`src/rtl/cvl_pkg.sv`:
```
// cvl_pkg: shared constants, payload structs, codes and control bundles
// for the compacting value list; no dependencies
`default_nettype none

package cvl_pkg;

   localparam int CAPACITY = 16;
   localparam int DATA_W   = 32;
   localparam int INDEX_W  = 5;
   localparam int COUNT_W  = 5;
   localparam int ADDR_W   = $clog2(CAPACITY);
   localparam int CNT_W    = $clog2(CAPACITY + 1);
   localparam int CMP_W    = (CNT_W > INDEX_W) ? CNT_W : INDEX_W;

   typedef enum logic [1:0] {
      OP_APPEND = 2'd0,
      OP_REMOVE = 2'd1,
      OP_GET    = 2'd2,
      OP_CLEAR  = 2'd3
   } op_type;

   typedef struct packed {
      op_type                    op;
      logic signed [DATA_W-1:0]  value;
      logic [INDEX_W-1:0]        index;
   } req_type;

   typedef struct packed {
      logic                      ok;
      logic signed [DATA_W-1:0]  data;
      logic [COUNT_W-1:0]        count;
      logic                      empty_res;
   } rsp_type;

   typedef enum logic [2:0] {
      ST_IDLE,
      ST_DECODE,
      ST_GET_WAIT,
      ST_SEARCH,
      ST_COMPARE,
      ST_SHIFT,
      ST_MOVE,
      ST_FINISH
   } state_type;

   typedef enum logic [1:0] {
      RD_INDEX,
      RD_PTR,
      RD_PTR_NEXT
   } rd_sel_type;

   typedef struct packed {
      logic       load_item;
      logic       wr_append;
      logic       wr_shift;
      logic       inc_count;
      logic       dec_count;
      logic       clr_count;
      logic       ptr_clear;
      logic       ptr_inc;
      logic       rd_en;
      rd_sel_type rd_sel;
      logic       set_ok;
      logic       set_data_rd;
      logic       set_data_bad;
      logic       result_load;
   } cmd_type;

   typedef struct packed {
      op_type op;
      logic   full;
      logic   index_ok;
      logic   ptr_end;
      logic   ptr_last;
      logic   match;
      logic   out_free;
   } status_type;

endpackage

`default_nettype wire

```
`src/rtl/cvl_ram.sv`:
```
// cvl_ram: generic single write port, single read port ram with registered read
// no dependencies
`default_nettype none

module cvl_ram #(
   parameter int WIDTH = 32,
   parameter int DEPTH = 16
) (
   input  wire logic                     clock,
   input  wire logic                     wr_en,
   input  wire logic [$clog2(DEPTH)-1:0] wr_addr,
   input  wire logic [WIDTH-1:0]         wr_data,
   input  wire logic                     rd_en,
   input  wire logic [$clog2(DEPTH)-1:0] rd_addr,
   output logic      [WIDTH-1:0]         rd_data
);

   logic [WIDTH-1:0] mem_ff [DEPTH];

   always_ff @(posedge clock) begin
      if (wr_en) begin
         mem_ff[wr_addr] <= wr_data;
      end
      if (rd_en) begin
         rd_data <= mem_ff[rd_addr];
      end
   end

endmodule

`default_nettype wire

```
`src/rtl/cvl_ctrl.sv`:
```
// cvl_ctrl: sequencer for the compacting value list
// depends on cvl_pkg; drives cvl_datapath through cmd_type, reads status_type
`default_nettype none

module cvl_ctrl (
   input  wire logic                clock,
   input  wire logic                reset,
   input  wire logic                req_valid,
   output logic                     req_stall,
   input  wire cvl_pkg::status_type status,
   output cvl_pkg::cmd_type         cmd
);

   cvl_pkg::state_type state_ff, state_in;

   always_ff @(posedge clock) begin
      if (reset) begin
         state_ff <= cvl_pkg::ST_IDLE;
      end else begin
         state_ff <= state_in;
      end
   end

   always_comb begin
      state_in  = state_ff;
      cmd       = '0;
      req_stall = 1'b1;
      unique case (state_ff)
         cvl_pkg::ST_IDLE: begin
            req_stall = 1'b0;
            if (req_valid) begin
               cmd.load_item = 1'b1;
               state_in      = cvl_pkg::ST_DECODE;
            end
         end
         cvl_pkg::ST_DECODE: begin
            unique case (status.op)
               cvl_pkg::OP_APPEND: begin
                  if (!status.full) begin
                     cmd.wr_append = 1'b1;
                     cmd.inc_count = 1'b1;
                     cmd.set_ok    = 1'b1;
                  end
                  state_in = cvl_pkg::ST_FINISH;
               end
               cvl_pkg::OP_REMOVE: begin
                  cmd.ptr_clear = 1'b1;
                  state_in      = cvl_pkg::ST_SEARCH;
               end
               cvl_pkg::OP_GET: begin
                  if (status.index_ok) begin
                     cmd.rd_en  = 1'b1;
                     cmd.rd_sel = cvl_pkg::RD_INDEX;
                     state_in   = cvl_pkg::ST_GET_WAIT;
                  end else begin
                     cmd.set_data_bad = 1'b1;
                     state_in         = cvl_pkg::ST_FINISH;
                  end
               end
               cvl_pkg::OP_CLEAR: begin
                  cmd.clr_count = 1'b1;
                  cmd.set_ok    = 1'b1;
                  state_in      = cvl_pkg::ST_FINISH;
               end
               default: begin
                  state_in = cvl_pkg::ST_FINISH;
               end
            endcase
         end
         cvl_pkg::ST_GET_WAIT: begin
            cmd.set_data_rd = 1'b1;
            cmd.set_ok      = 1'b1;
            state_in        = cvl_pkg::ST_FINISH;
         end
         cvl_pkg::ST_SEARCH: begin
            if (status.ptr_end) begin
               state_in = cvl_pkg::ST_FINISH;
            end else begin
               cmd.rd_en  = 1'b1;
               cmd.rd_sel = cvl_pkg::RD_PTR;
               state_in   = cvl_pkg::ST_COMPARE;
            end
         end
         cvl_pkg::ST_COMPARE: begin
            if (status.match) begin
               state_in = cvl_pkg::ST_SHIFT;
            end else begin
               cmd.ptr_inc = 1'b1;
               state_in    = cvl_pkg::ST_SEARCH;
            end
         end
         cvl_pkg::ST_SHIFT: begin
            if (status.ptr_last) begin
               cmd.dec_count = 1'b1;
               cmd.set_ok    = 1'b1;
               state_in      = cvl_pkg::ST_FINISH;
            end else begin
               cmd.rd_en  = 1'b1;
               cmd.rd_sel = cvl_pkg::RD_PTR_NEXT;
               state_in   = cvl_pkg::ST_MOVE;
            end
         end
         cvl_pkg::ST_MOVE: begin
            cmd.wr_shift = 1'b1;
            cmd.ptr_inc  = 1'b1;
            state_in     = cvl_pkg::ST_SHIFT;
         end
         cvl_pkg::ST_FINISH: begin
            if (status.out_free) begin
               cmd.result_load = 1'b1;
               state_in        = cvl_pkg::ST_IDLE;
            end
         end
         default: begin
            state_in = cvl_pkg::ST_IDLE;
         end
      endcase
   end

   // a result is only loaded when the output register can take it
   a_load_free: assert property (@(posedge clock) disable iff (reset)
      cmd.result_load |-> status.out_free)
      else $error("result loaded into an occupied output register");

   // a finished beat sends the sequencer back to idle
   a_load_idle: assert property (@(posedge clock) disable iff (reset)
      cmd.result_load |=> (state_ff == cvl_pkg::ST_IDLE))
      else $error("sequencer did not return to idle after a result");

   // the memory is never written and read-searched in the same cycle
   a_wr_rd: assert property (@(posedge clock) disable iff (reset)
      (cmd.wr_append || cmd.wr_shift) |-> !cmd.rd_en)
      else $error("write and read issued together");

endmodule

`default_nettype wire

```
`src/rtl/cvl_datapath.sv`:
```
// cvl_datapath: item registers, entry store, count, search pointer and output register
// depends on cvl_pkg and cvl_ram; steered by cvl_ctrl
`default_nettype none

module cvl_datapath (
   input  wire logic                clock,
   input  wire logic                reset,
   input  wire cvl_pkg::req_type    req_payload,
   output logic                     rsp_valid,
   input  wire logic                rsp_stall,
   output cvl_pkg::rsp_type         rsp_payload,
   input  wire cvl_pkg::cmd_type    cmd,
   output cvl_pkg::status_type      status
);

   cvl_pkg::op_type                     op_ff;
   logic signed [cvl_pkg::DATA_W-1:0]   value_ff;
   logic [cvl_pkg::INDEX_W-1:0]         index_ff;
   logic [cvl_pkg::CNT_W-1:0]           count_ff, count_in;
   logic [cvl_pkg::CNT_W-1:0]           ptr_ff, ptr_in;
   logic                                ok_ff, ok_in;
   logic [cvl_pkg::DATA_W-1:0]          data_ff, data_in;
   logic                                rsp_valid_ff, rsp_valid_in;
   cvl_pkg::rsp_type                    rsp_ff;

   logic [cvl_pkg::CNT_W:0]             ptr_plus;
   logic [cvl_pkg::CMP_W-1:0]           count_wide;
   logic [cvl_pkg::CMP_W-1:0]           index_wide;
   logic                                wr_en;
   logic [cvl_pkg::ADDR_W-1:0]          wr_addr;
   logic [cvl_pkg::DATA_W-1:0]          wr_data;
   logic [cvl_pkg::ADDR_W-1:0]          rd_addr;
   logic [cvl_pkg::DATA_W-1:0]          rd_data;
   logic                                out_free;

   assign ptr_plus   = {1'b0, ptr_ff} + (cvl_pkg::CNT_W + 1)'(1);
   assign count_wide = cvl_pkg::CMP_W'(count_ff);
   assign index_wide = cvl_pkg::CMP_W'(index_ff);
   assign out_free   = !rsp_valid_ff || !rsp_stall;

   // entry store
   assign wr_en   = cmd.wr_append || cmd.wr_shift;
   assign wr_addr = cmd.wr_shift ? ptr_ff[cvl_pkg::ADDR_W-1:0]
                                 : count_ff[cvl_pkg::ADDR_W-1:0];
   assign wr_data = cmd.wr_shift ? rd_data : value_ff;

   always_comb begin
      case (cmd.rd_sel)
         cvl_pkg::RD_INDEX:    rd_addr = index_wide[cvl_pkg::ADDR_W-1:0];
         cvl_pkg::RD_PTR:      rd_addr = ptr_ff[cvl_pkg::ADDR_W-1:0];
         cvl_pkg::RD_PTR_NEXT: rd_addr = ptr_plus[cvl_pkg::ADDR_W-1:0];
         default:              rd_addr = ptr_ff[cvl_pkg::ADDR_W-1:0];
      endcase
   end

   cvl_ram #(
      .WIDTH (cvl_pkg::DATA_W),
      .DEPTH (cvl_pkg::CAPACITY)
   ) u_ram (
      .clock   (clock),
      .wr_en   (wr_en),
      .wr_addr (wr_addr),
      .wr_data (wr_data),
      .rd_en   (cmd.rd_en),
      .rd_addr (rd_addr),
      .rd_data (rd_data)
   );

   // status back to the sequencer
   assign status.op       = op_ff;
   assign status.full     = (count_ff == cvl_pkg::CNT_W'(cvl_pkg::CAPACITY));
   assign status.index_ok = (index_wide < count_wide);
   assign status.ptr_end  = (ptr_ff >= count_ff);
   assign status.ptr_last = (ptr_plus >= {1'b0, count_ff});
   assign status.match    = (rd_data == value_ff);
   assign status.out_free = out_free;

   always_comb begin
      count_in = count_ff;
      if (cmd.clr_count) begin
         count_in = '0;
      end else if (cmd.inc_count) begin
         count_in = count_ff + cvl_pkg::CNT_W'(1);
      end else if (cmd.dec_count) begin
         count_in = count_ff - cvl_pkg::CNT_W'(1);
      end

      ptr_in = ptr_ff;
      if (cmd.ptr_clear) begin
         ptr_in = '0;
      end else if (cmd.ptr_inc) begin
         ptr_in = ptr_plus[cvl_pkg::CNT_W-1:0];
      end

      ok_in = ok_ff;
      if (cmd.load_item) begin
         ok_in = 1'b0;
      end else if (cmd.set_ok) begin
         ok_in = 1'b1;
      end

      data_in = data_ff;
      if (cmd.load_item) begin
         data_in = '0;
      end else if (cmd.set_data_bad) begin
         data_in = '1;
      end else if (cmd.set_data_rd) begin
         data_in = rd_data;
      end

      rsp_valid_in = rsp_valid_ff;
      if (cmd.result_load) begin
         rsp_valid_in = 1'b1;
      end else if (rsp_valid_ff && !rsp_stall) begin
         rsp_valid_in = 1'b0;
      end
   end

   always_ff @(posedge clock) begin
      if (reset) begin
         count_ff     <= '0;
         rsp_valid_ff <= 1'b0;
      end else begin
         count_ff     <= count_in;
         rsp_valid_ff <= rsp_valid_in;
      end
   end

   always_ff @(posedge clock) begin
      ptr_ff  <= ptr_in;
      ok_ff   <= ok_in;
      data_ff <= data_in;
      if (cmd.load_item) begin
         op_ff    <= req_payload.op;
         value_ff <= req_payload.value;
         index_ff <= req_payload.index;
      end
      if (cmd.result_load) begin
         rsp_ff.ok        <= ok_ff;
         rsp_ff.data      <= data_ff;
         rsp_ff.count     <= count_wide[cvl_pkg::COUNT_W-1:0];
         rsp_ff.empty_res <= (count_ff == '0);
      end
   end

   assign rsp_valid   = rsp_valid_ff;
   assign rsp_payload = rsp_ff;

   // appends land inside the store
   a_append_room: assert property (@(posedge clock) disable iff (reset)
      cmd.wr_append |-> (count_ff < cvl_pkg::CNT_W'(cvl_pkg::CAPACITY)))
      else $error("append written beyond capacity");

   // compaction moves stay below the count
   a_shift_range: assert property (@(posedge clock) disable iff (reset)
      cmd.wr_shift |-> (ptr_plus < {1'b0, count_ff}))
      else $error("compaction move outside the list");

   // the count never exceeds capacity
   a_count_cap: assert property (@(posedge clock) disable iff (reset)
      (count_ff <= cvl_pkg::CNT_W'(cvl_pkg::CAPACITY)))
      else $error("entry count above capacity");

endmodule

`default_nettype wire

```
`src/rtl/compacting_value_list_top.sv`:
```
// Ordered list of up to CAPACITY signed 32-bit entries with append, remove first match,
// get by index and clear; each request beat gives exactly one response beat carrying
// ok, data, the new count and an empty flag. One request is worked on at a time: a
// remove reads the entry store once per entry compared and once per later entry moved
// down, as the registered-read entry store with one write and one read port is read
// once per step of the search and of the compaction. A finished response waits in the
// output register; the next request is accepted meanwhile but cannot load its own
// response until that register is free.
// Depends on cvl_pkg, cvl_ctrl, cvl_datapath and cvl_ram.
`default_nettype none

module compacting_value_list_top (
   input  wire logic             clock,
   input  wire logic             reset,
   input  wire logic             req_valid,
   output logic                  req_stall,
   input  wire cvl_pkg::req_type req_payload,
   output logic                  rsp_valid,
   input  wire logic             rsp_stall,
   output cvl_pkg::rsp_type      rsp_payload
);

   cvl_pkg::cmd_type    cmd;
   cvl_pkg::status_type status;

   cvl_ctrl u_ctrl (
      .clock     (clock),
      .reset     (reset),
      .req_valid (req_valid),
      .req_stall (req_stall),
      .status    (status),
      .cmd       (cmd)
   );

   cvl_datapath u_datapath (
      .clock       (clock),
      .reset       (reset),
      .req_payload (req_payload),
      .rsp_valid   (rsp_valid),
      .rsp_stall   (rsp_stall),
      .rsp_payload (rsp_payload),
      .cmd         (cmd),
      .status      (status)
   );

endmodule

`default_nettype wire

```
`config.mk`:
```
export PLATFORM = sky130hd
export DESIGN_NAME = compacting_value_list_top
export DESIGN_NICKNAME = d
export VERILOG_FILES = /design/src/rtl/cvl_pkg.sv /design/src/rtl/cvl_ram.sv /design/src/rtl/cvl_ctrl.sv /design/src/rtl/cvl_datapath.sv /design/src/rtl/compacting_value_list_top.sv
export SDC_FILE = /design/constraint.sdc
export NUM_CORES = 1
export LEC_CHECK = 0
export BUFFER_PORTS_ARGS = -buffer_cell sky130_fd_sc_hd__buf_2
export CORE_ASPECT_RATIO = 1.1
export CORE_MARGIN = 2
export CORE_UTILIZATION = 35
export CTS_BUF_LIST = sky130_fd_sc_hd__clkbuf_4 sky130_fd_sc_hd__clkbuf_8 sky130_fd_sc_hd__clkbuf_16
export DETAILED_ROUTE_END_ITERATION = 10
export GPL_TIMING_DRIVEN = 0
export PLACE_DENSITY_LB_ADDON = 0.1
export SYNTH_ARGS = -nofsm -noshare
export SYNTH_HDL_FRONTEND = slang
export SYNTH_SLANG_ARGS = --single-unit
```
`constraint.sdc`:
```
create_clock -name clock -period 4.6 [get_ports clock]
set_input_delay 0.23 -clock clock [delete_from_list [all_inputs] [get_ports clock]]
set_output_delay 0.23 -clock clock [all_outputs]
set_load 0.05 [all_outputs]
```
Word-level counts from Yosys, hierarchy flattened
Memory sizes are Yosys's and may differ from the RTL's. A register that Yosys moved wholly into a read port is not among the register bits.
Index checks and enable logic that the tools add are counted.

operators by class
  $add $sub $neg = 3
  $lt $le $gt $ge = 3
  eq/ne operators = 15
  multiplexer cells = 46
  reductions and logical operators = 15

operators by type and width
  kind                   count
  $mux W32               3
  $eq A32 B32 Y1         1
  $mux W3                8
  $pmux W3 S8            1
  $mux W1                23
  $pmux W3 S3            2
  $eq A3 B3 Y1 const B   4
  $mux W5                2
  $pmux W4 S2            1
  $add A5 B1 Y6 const B  1
  $eq A2 B2 Y1 const B   3
  $eq A3 B2 Y1 const B   2
  $ge A6 B5 Y1           1
  $reduce_bool A2 Y1     3
  $add A5 B1 Y5 const B  1
  $eq A5 B5 Y1 const B   1
  $ge A5 B5 Y1           1
  $logic_not A5 Y1       1
  $lt A5 B5 Y1           1
  $sub A5 B1 Y5 const B  1
  $logic_not A2 Y1       2
  $mux W2                2
  $mux W4                1
  $pmux W1 S2            2
  11 further kinds       14

word-level totals
  register bits after elaboration = 125
  bits in writable memories = 512
  memories = 1

memories
  name                     words  width  rd ports  clocked after memory_dff  write ports  RTL line       text
  u_datapath.u_ram.mem_ff  16     32     1         1                         1            cvl_ram.sv:18  logic [WIDTH-1:0] mem_ff [DEPTH];

Depth between registers and ports, before layout
Gate-level depths: netlist (run 1).

  word-level depth = 7
  mapped depth = 16

Cells and area by module
A second synthesis (run 1) with hierarchy kept.

unflattened totals
  cells, all modules = 1334
  area, all modules = 26012.4 µm²

modules (own cells, without submodules)
  module        times used  cells an instance  area each (µm²)  seq. area each (µm²)
  cvl_ram       1           838                20155.6          16335.7
  cvl_datapath  1           438                5412.7           3223.1
  cvl_ctrl      1           58                 444.2            60.1

Worst setup path before layout (run 1)
Ideal clock, no wire load.

  kind = flip-flop to flip-flop
  from = reg u_datapath.ptr_ff[2] (netlist bit)
  to = reg u_datapath.u_ram.rd_data[10] (read register of u_datapath.u_ram.mem_ff), data pin
  library setup time = 261 ps
  data arrival time = 3172 ps
  data required time = 4339 ps
  slack = 1167 ps
  stages on the path, launching flop included = 16
  buffers on the path = 5
  period minus slack after synthesis = 3433 ps
  path through = dfxtp_1 -> clkbuf_1 -> nand3_1 -> xnor2_1 -> ha_1 -> or3_1 -> o221ai_1 -> and3_1 -> buf_4 -> a211o_4 -> buf_2 -> buf_2 -> clkbuf_1 -> a21oi_1 -> o21a_1 -> o32a_1

between the ends
  longest elaborated chain between the ends = 6

RTL lines
  item                                                     RTL line             text
  start, declared                                          cvl_datapath.sv:20   logic [cvl_pkg::CNT_W-1:0] ptr_ff, ptr_in;
  start signal, assigned                                   cvl_datapath.sv:130  ptr_ff <= ptr_in;
  $add A5 B1 Y6 *                                          cvl_datapath.sv:36   assign ptr_plus = {1'b0, ptr_ff} + (cvl_pkg::CNT_W + 1)'(1);
  net u_datapath.ptr_plus, one bit                         cvl_datapath.sv:26   logic [cvl_pkg::CNT_W:0] ptr_plus;
  $ge A6 B5 Y1                                             cvl_datapath.sv:74   assign status.ptr_last = (ptr_plus >= {1'b0, count_ff});
  $mux W3                                                  cvl_ctrl.sv:93       if (status.ptr_last) begin
  $pmux W3 S3                                              cvl_ctrl.sv:28       unique case (state_ff)
  $eq A2 B2 Y1 / $logic_not A2 Y1 (equally long branches)  cvl_datapath.sv:48   case (cmd.rd_sel)
  $pmux W4 S2                                              cvl_datapath.sv:48
  end, declared                                            cvl_ram.sv:15        output logic [WIDTH-1:0] rd_data

The timed path passes the listed nets; every way through them passes the cells marked *.
A chain may end at the register's enable or synchronous reset.

Final worst setup path (run 1)
  from = reg u_datapath.ptr_ff[2] (netlist bit)
  to = reg u_datapath.u_ram.rd_data[31] (read register of u_datapath.u_ram.mem_ff), data pin

The elaborated chain is that of the path after synthesis.

==> results.yml, run 1 <==
pwr:
  p_leak_nw: 11.13
  netSwitchingFraction_pct: 40.08
  pwr-share-clk_pct: 25.2
  internal_power_w: 0.01365
  switching_power_w: 0.009127
  pwr-share-seq_pct: 35.0
  comb_power_share_pct: 39.8
  ir_drop_mv: 0.3342
  pwr_density_cell_nw_per_um2: 691.8
  totalPowerFinal_w: 0.02277
critical_path:
  cpPeakStageDelay_ns: 0.45
  path_cells: "clkbuf_2 > nand3_1 > xnor2_1 > ha_1 > or3_1 > o221ai_2 > and3_1 > buf_4 > o21ai_4 > buf_12 > buf_4 > nand2_2 > buf_4 > buf_4 > nand2_1 > a311oi_1 > o32a_1"
  r2r_cells: 17
  cp_num_buf_inv: 6
  end_kind: "flip-flop"
  worstPathRequired_ns: 5.00
  crit_path_top_delay_cell: "a311oi_1"
  worstSetupEndpoint: "u_datapath.u_ram.rd_data[31]$_DFFE_PP_"
  arrival_ns: 4.90
  crit_type: "flip-flop to flip-flop"
  regToRegEndpoint: "u_datapath.u_ram.rd_data[31]$_DFFE_PP_"
  crit_path_start_kind: "flip-flop"
  reg2reg_slack_ns: 0.10
  setup.worst_path.start: "u_datapath.ptr_ff[2]$_SDFFE_PP0P_"
  worst-path-max-fanout: 10
  r2r-start: "u_datapath.ptr_ff[2]$_SDFFE_PP0P_"
  worst-path-stages: 17
  cpMostUsedCell: "buf_4"
  crit_family: "buffers and inverters"
min_path:
  min_path_type: "primary input to flip-flop"
synth:
  synth-seq-cells: 669
  synthAdderAreaFrac_pct: 1.111
  synth_area_leaders: "edfxtp_1 (67%), nand2_1 (3.7%), dfxtp_1 (3.4%), a211oi_1 (3.4%), and3_1 (2.8%)"
  synth_top_area_cell: "edfxtp_1"
  synth-main-ff-cell: "edfxtp_1"
  synth-compound-area-share_pct: 13.31
  syn-cell-area_um2: 27700
  synth-simple-area-share_pct: 9.338
  synth_edf_count: 622
  synth_top_area_share_pct: 67.44
  ys_warn_count: 0
  syn_nets: 2064
  synth-async-reset-ratio_pct: 0
  syn_inst: 1997
  yosysSeqAreaShare_pct: 70.83
  synthTopCellsByCount: "edfxtp_1 (622), nand2_1 (275), a211oi_1 (125), and3_1 (125), a21oi_1 (111)"
  syn_area_per_cell_um2: 13.87
  yosysUniqueCellTypes: 59
  synth.most_common_cell: "edfxtp_1"
  synth_top_family_by_area: "compound AO/OA/AOI/OAI gates"
  muxShareOfSynthArea_pct: 1.409
  synth-xor-area-share_pct: 1.297
clock_tree:
  cts_max_path_buffers: 3
  clk_pin_slew_worst_paths_ns: 0.06
  htreeDepth: 3
  cts.sinks: 669
  numCtsBuffers: 74
  insertion_delay_ns: 0.63
  cts_tree: "built"
  root_buffer: "clkbuf_16"
die:
  die_area_um2: 81400
  io_pins: 84
  die_h_um: 299.0
  initial_core_util_pct: 35.22
  die_w_um: 272.2
  rows: 108
  coreArea_um2: 78650
sta:
  finalSetupViolCount: 0
  skew_ns: 0.01895
  slew_viol_final: 0
  hold_viol: 0
  min_period_over_period_pct: 97.80
  slew_headroom_pct: 30.90
  period_needed_ns: 4.499
  worst_slew_pin_slew_ns: 1.032
  fmax_mhz: 222.3
global_routing:
  grt_remaining_overflow: 0
  grt.total_usage_pct: 21.78
  grt_max_degree: 33
  grt_pass1_vias: 18240
  grt_pass1_wl_mm: 128.1
  antenna_found_initial: 3
layout:
  post-route-util_pct: 41.86
  antenna_cells: 0
  drive_gt1_share_pct: 16.59
  nets: 2288
  syn_to_final_growth_pct: 18.86
run:
  drv_cap: 0
drt:
  ant_nets: 0
  wl_per_cell_um: 26.92
  drt_iter0_drc: 1476
  dr_total_vias: 18350
  vias_per_cell: 5.522
  first_pass_iters: 5
  wl_mm: 89.47
  drc: 0
placed_design:
  io_buffers: 83
  finalWeightedCongestion: 0.8435
  dpl.hpwl_mm: 64.16
outcome:
  status: "finished clean"
-- per-layer routing --
| layer | track usage (%) | share of wire (%) | up-vias |
|---|---|---|---|
| met5 | 0 | 0.013 | - |
| met4 | 7.221 | 2.9 | 2 |
| met1 | 28.17 | 42 | 9312 |
| met2 | 37.83 | 50 | 630 |
| met3 | 2.772 | 5.1 | 154 |
| li1 | - | - | 8256 |
-- state kept, by name, summed over array words and instances, names as in the netlist --
name	flops
u_datapath.u_ram.mem_ff	512
u_datapath.rsp_payload	39
u_datapath.data_ff	32
u_datapath.u_ram.rd_data	32
u_datapath.value_ff	32
u_datapath.count_ff	5
u_datapath.index_ff	5
u_datapath.ptr_ff	5
u_ctrl.state_ff	3
u_datapath.op_ff	2
u_datapath.ok_ff	1
u_datapath.rsp_valid	1
-- kinds of logic (layout without fill, tap and decap cells) --
| logic type | Yosys count | after routing |
|---|---|---|
| flops | 669 | 669 |
| simple gates | 550 | 550 |
| compound gates | 507 | 507 |
| buf+inv | 171 | 453 |
| xor+xnor | 41 | 41 |
| mux | 35 | 35 |
| fa+ha+maj | 24 | 24 |
-- power by group through the flow --
stage                     Sequential [W]  Clock [W]  Combinational [W]
after global placement           0.00811          0            0.00863
after global routing             0.00802    0.00608            0.00967
final                            0.00797    0.00574            0.00907
after floorplan                  0.00804          0            0.00508
after detailed placement         0.00809          0            0.00884
after CTS                        0.00797    0.00586            0.00895
-- through the flow --
step                setup TNS, ns  instance area, um2  hold WS (ns)  worst slack (ns)  instances
finish                          0               32920       0.04798            0.1013       3324
global route              -0.1338               32920       0.05098          -0.02891       3324
CTS                             0               32830       0.01674          0.004134       3324
detailed placement         -9.762               30010        0.4081           -0.5006       3144
global placement          -456.17               29420        0.4073            -1.077       3125
floorplan                       0               27700        0.2991             1.167       1997
-- worst min-delay path by stage --
stage / from / endpoint / slack [ns] / cells past startpoint
3_3_place_gp: req_payload[4] / u_datapath.index_ff[4]$_DFFE_PP_ / 0.41 / 1
5_1_grt: rsp_stall / u_datapath.rsp_payload[4]$_DFFE_PP_ / 0.05 / 2
6_report: rsp_stall / u_datapath.rsp_payload[38]$_DFFE_PP_ / 0.05 / 2
4_1_cts: rsp_stall / u_datapath.rsp_payload[4]$_DFFE_PP_ / 0.02 / 2
2_1_floorplan: reset / u_datapath.rsp_valid$_SDFFE_PP0P_ / 0.30 / 1
3_5_place_dp: req_payload[14] / u_datapath.value_ff[9]$_DFFE_PP_ / 0.41 / 1
-- layout make-up --
type / instances / area [um2]
buffer: 159 / 733.2
clock buffer: 97 / 2061
clock inverter: 37 / 271.5
fill: 7320 / 45730
inverter: 12 / 45.04
multi-input combinational: 1157 / 7555
sequential: 669 / 19620
tap: 1045 / 1308
timing repair buffer: 148 / 1329
-- cells in the final DEF (no fill, tap or decap), types with 47 or more instances in the layout --
| cell | Yosys | final |
|---|---|---|
| edfxtp_1 | 622 | 622 |
| nand2_1 | 275 | 275 |
| and3_1 | 125 | 125 |
| a211oi_1 | 125 | 125 |
| buf_2 | 43 | 123 |
| a21oi_1 | 111 | 110 |
| clkbuf_1 | 96 | 83 |
| nand3_1 | 76 | 76 |
| clkbuf_16 | 0 | 75 |
| a311oi_1 | 63 | 58 |
| dfxtp_1 | 47 | 47 |
-- repair_timing --
item                                   4_1_cts  5_1_grt
hold buffers                                42        0
setup endpoints to repair                   32       32
endpoints found under the hold margin       43        0
pin swaps                                    1        5
resized for setup                           12       34
buffers inserted                             4        0
No activity file was read; power rests on OpenSTA's default activity.
==> inputs of run 2 (changes only) <==
BUFFER_PORTS_ARGS = default   (was -buffer_cell sky130_fd_sc_hd__buf_2)
DONT_BUFFER_PORTS = 1   (was default)
==> run 2 against run 1 <==
Compared with the run above:
- clock skew is 0.00087 ns lower
- utilization is 0.49 points lower
- die area stayed put
- non-clock buffer count is 83 lower
- critical path type unchanged
- critical endpoint is now u_datapath.u_ram.rd_data[28]$_DFFE_PP_
==> results.yml, run 2 (synthesized netlist as in run 1, its figures left out) <==
critical_path:
  crit_type: "flip-flop to flip-flop"
  worst-path-max-fanout: 10
  end_kind: "flip-flop"
  worstPathRequired_ns: 5.04
  crit_path_start_kind: "flip-flop"
  arrival_ns: 4.85
drt:
  vias_per_cell: 5.516
  drt_iter0_drc: 1588
  dr_total_vias: 17890
  wl_mm: 89.58
  drc: 0
  ant_nets: 0
  first_pass_iters: 5
  wl_per_cell_um: 27.62
die:
  rows: 108
  coreArea_um2: 78650
  die_h_um: 299.0
  die_area_um2: 81400
  io_pins: 84
  initial_core_util_pct: 35.22
  die_w_um: 272.2
placed_design:
  io_buffers: 0
  dpl.hpwl_mm: 63.89
  finalWeightedCongestion: 0.8385
  dpl_worst_slack_ns: -0.3289
  placed_area_um2: 29550
sta:
  finalSetupViolCount: 0
  slew_headroom_pct: 28.77
  hold_viol: 0
  fin_hold_ws_ns: 0.06301
  fin_ws_ns: 0.1862
  skew_ns: 0.01808
  min_period_over_period_pct: 95.95
  fmax_mhz: 226.6
  worst_slew_pin_slew_ns: 1.068
  slew_viol_final: 0
  period_needed_ns: 4.414
  rsz0062_at_grt: "yes"
global_routing:
  antenna_found_initial: 1
  grt.total_usage_pct: 21.81
  grt_pass1_vias: 18130
  grt_max_degree: 33
  grt_pass1_wl_mm: 127.9
  grt_remaining_overflow: 0
pwr:
  p_leak_nw: 10.83
  pwr_density_cell_nw_per_um2: 700.7
  ir_drop_mv: 0.4692
clock_tree:
  numCtsBuffers: 73
  htreeDepth: 3
  cts_max_path_buffers: 3
  insertion_delay_ns: 0.63
  clk_pin_slew_worst_paths_ns: 0.06
  cts_tree: "built"
  root_buffer: "clkbuf_16"
  cts.sinks: 669
outcome:
  status: "finished clean"
layout:
  nets: 2204
  largest_reg_flops: 512
  syn_to_final_growth_pct: 17.48
  drive_gt1_share_pct: 13.43
  seqCellArea_um2: 19620
  post-route-util_pct: 41.37
  nFillCells: 7274
  final_cell_mix: "edfxtp_1 (622), nand2_1 (275), and3_1 (125), a211oi_1 (125), a21oi_1 (110)"
  regMostFlops: "u_datapath.u_ram.mem_ff"
  design_area_um2: 32540
  final_common_cell: "edfxtp_1"
  multi_input_area_um2: 7527
run:
  drv_cap: 0
min_path:
  min_path_type: "primary input to flip-flop"
==> run 2: cell count changes in the layout (fill, tap and decap cells not counted), moves of 3 or more <==
cell	delta
o31ai_1	+4
clkinv_2	-4
clkbuf_8	+3
buf_2	-84
o32a_2	-4
buf_12	+4
clkbuf_1	-9
o32a_1	+4
clkbuf_2	+10
o31ai_2	-4
buf_16	-4
==> run 2: path summary, 6_finish.rpt <==
check | startpoint | to | slack (ns) | depth (start not counted)
worst max-delay path | u_datapath.count_ff[3]$_SDFFE_PP0P_ | u_datapath.u_ram.rd_data[28]$_DFFE_PP_ | 0.19 | 13
worst min-delay path | rsp_stall | u_ctrl.state_ff[0]$_SDFFE_PP0P_ | 0.06 | 4
worst max register to register | u_datapath.count_ff[3]$_SDFFE_PP0P_ | u_datapath.u_ram.rd_data[28]$_DFFE_PP_ | 0.19 | 13
worst min register to register | u_datapath.data_ff[13]$_SDFFE_PP0P_ | u_datapath.rsp_payload[19]$_DFFE_PP_ | 0.43 | 0
==> run 2: per-layer routing <==
metal	GRT usage (%)	part of all wire, %	routed length [um]
met5	0	0.018	16
met4	6.293	2.1	1898
met1	27.51	41	36810
met3	3.933	6.4	5734
met2	38.23	50	45120
==> run 2: what timing repair did <==
item	CTS	global route
endpoints found under the setup margin	32	26
pin swaps	1	3
hold endpoints to repair	61	0
buffers inserted	4	0
gates resized for setup	14	40
hold buffers	43	0
==> run 2: final cells by class <==
class                      count  area share [%]
sequential                   669           60.29
multi-input combinational   1157           23.13
clock buffer                  99           6.491
tap                         1045           4.018
timing repair buffer          65           2.699
buffer                       159           2.311
clock inverter                35          0.8998
inverter                      12          0.1384
antenna                        2         0.01538
==> run 2: worst max-delay path: stages (launching register included) <==
cell and delay (ns):
dfxtp_1 0.51, inv_1 0.22, ha_1 0.33, or2_4 0.26, a2111oi_4 0.42, a211oi_1 0.15, o21ai_4 0.38, buf_4 0.21
and2_1 0.14, buf_2 0.29, buf_2 0.38, nand2_1 0.10, a311oi_1 0.45, o32a_1 0.34
==> run 2: power by group <==
part / total, W / switching [W] / internal [W]
combinational: 0.00890 / 0.00625 / 0.00264
clock: 0.00586 / 0.00245 / 0.00341
sequential: 0.00805 / 0.000375 / 0.00767
==> run 2: per-stage QoR <==
step                 TNS (ns)  cells  total power, W
floorplan                   0   1997         0.01313
global placement      -446.53   3042         0.01671
detailed placement     -5.792   3060         0.01684
CTS                         0   3241         0.02279
global route        -0.004620   3241         0.02379
finish                      0   3243         0.02280
==> inputs of run 3 (changes only) <==
CORE_UTILIZATION = 30   (was 35)
==> run 3 against run 2 <==
Compared with the run above:
- first-iteration DRC count decreased by 17%
- clock skew shrank 0.0015 ns
- clock-buffer cell count decreased by 4
- cell area up 0.26%
- sequential share of layout area down 0.16 points
- critical path depth is 1 lower
- global-route usage decreased by 2.2 points
- total power rose by 0.15%
- non-clock buffer count unchanged
- via count fell by 0.22%
- final cell count up 3.9%
- critical path type unchanged
==> results.yml, run 3 (synthesized netlist as in run 1, its figures left out) <==
critical_path:
  path_cells: "inv_1 > ha_1 > or2_4 > a2111oi_4 > a211oi_1 > o21ai_4 > buf_2 > clkbuf_1 > and3_1 > a211oi_1 > o31ai_1 > o32a_1"
  worst-path-max-fanout: 10
  crit_path_start_kind: "flip-flop"
  worstPathRequired_ns: 5.02
  end_kind: "flip-flop"
  crit_type: "flip-flop to flip-flop"
  r2r_cells: 12
  cpPeakStageDelay_ns: 0.55
  cpMostUsedCell: "a211oi_1"
  crit_path_top_delay_cell: "dfxtp_1"
  arrival_ns: 4.88
global_routing:
  grt_pass1_wl_mm: 132.5
  grt.total_usage_pct: 19.61
  grt_max_degree: 33
  grt_remaining_overflow: 0
  antenna_found_initial: 1
  grt_pass1_vias: 18030
clock_tree:
  root_buffer: "clkbuf_16"
  insertion_delay_ns: 0.62
  cts_max_path_buffers: 3
  clk_pin_slew_worst_paths_ns: 0.06
  numCtsBuffers: 73
  cts.sinks: 669
  cts_tree: "built"
  htreeDepth: 3
sta:
  fmax_mhz: 224.2
  hold_viol: 0
  fin_hold_ws_ns: 0.03261
  slew_headroom_pct: 23.98
  finalSetupViolCount: 0
  tns_ns: 0
  period_needed_ns: 4.460
  min_period_over_period_pct: 96.95
  worst_slew_pin_slew_ns: 1.140
  rsz0062_at_grt: "no"
  slew_viol_final: 0
  skew_ns: 0.01654
layout:
  antenna_cells: 0
  drive_gt1_share_pct: 13.07
  finalNonFillerCells: 3368
  nets: 2204
  post-route-util_pct: 35.74
  regMostFlops: "u_datapath.u_ram.mem_ff"
  syn_to_final_growth_pct: 17.79
  final_common_cell: "edfxtp_1"
  largest_reg_flops: 512
  design_area_um2: 32620
  final_cell_mix: "edfxtp_1 (622), nand2_1 (275), and3_1 (125)"
placed_design:
  dpl.hpwl_mm: 67.20
  io_buffers: 0
  dp_cells: 3196
  finalWeightedCongestion: 0.8395
  placed_area_um2: 29740
pwr:
  pwr_density_cell_nw_per_um2: 700.0
  ir_drop_mv: 0.3956
  p_leak_nw: 10.80
drt:
  wl_mm: 93.27
  drt_iter0_drc: 1318
  vias_per_cell: 5.300
  ant_nets: 0
  first_pass_iters: 5
  drc: 0
  dr_total_vias: 17850
  wl_per_cell_um: 27.69
die:
  die_area_um2: 94770
  io_pins: 84
  rows: 116
  coreArea_um2: 91290
  die_w_um: 293.7
  die_h_um: 322.7
  initial_core_util_pct: 30.34
min_path:
  min_path_type: "primary input to flip-flop"
  whs_path_depth: 4
outcome:
  status: "finished clean"
run:
  drv_cap: 0
## run 3: metrics by stage
| step | power (W) | setup WS [ns] |
|---|---|---|
| global placement | 0.01690 | -1.247 |
| detailed placement | 0.01703 | -0.3585 |
| finish | 0.02284 | 0.1401 |
| floorplan | 0.01313 | 1.167 |
| CTS | 0.02293 | 0.02770 |
| global route | 0.02387 | 0.002472 |
## run 3: per-layer routing
layer	routed length [um]	GRT usage [%]
met5	0	0
met4	2104	5.306
met3	4179	2.529
met2	47480	35.05
met1	39500	24.87
## run 3: worst max-delay path: cells and delay by family, from the launching register on
family / cells / cell delay [ns]
and+or+nand+nor: 2 / 0.51
DFF: 1 / 0.55
adders and majority gates: 1 / 0.34
buffers and inverters: 3 / 1.05
AOI/OAI and AO/OA: 6 / 1.76
## run 3: path summary, 6_finish.rpt
check,from,endpoint,slack (ns)
worst max-delay path,u_datapath.count_ff[3]$_SDFFE_PP0P_,u_datapath.u_ram.rd_data[8]$_DFFE_PP_,0.14
worst max register to register,u_datapath.count_ff[3]$_SDFFE_PP0P_,u_datapath.u_ram.rd_data[8]$_DFFE_PP_,0.14
worst min register to register,u_datapath.data_ff[10]$_SDFFE_PP0P_,u_datapath.rsp_payload[16]$_DFFE_PP_,0.43
worst min-delay path,rsp_stall,u_ctrl.state_ff[0]$_SDFFE_PP0P_,0.03
## run 3: final cells by class
cell class	count	area, um2
multi-input combinational	1157	7511
fill	8774	58670
inverter	12	45.04
tap	1180	1476
buffer	159	754.5
clock inverter	31	221.5
clock buffer	95	2116
timing repair buffer	65	880.8
sequential	669	19620
## run 3: report_power, final
group          leakage [nW]  internal (W)  switching (W)
Combinational          3.62       0.00263        0.00634
Clock                  1.17       0.00335        0.00245
Sequential             6.00       0.00767       0.000390
Total                  10.8        0.0137        0.00918
## run 3: what timing repair did
item | CTS | global route
gates resized for setup | 16 | 32
hold buffers | 43 | 0
setup endpoints to repair | 32 | 30
hold endpoints to repair | 62 | 0
buffers inserted | 3 | 0
pin swaps | 1 | 2
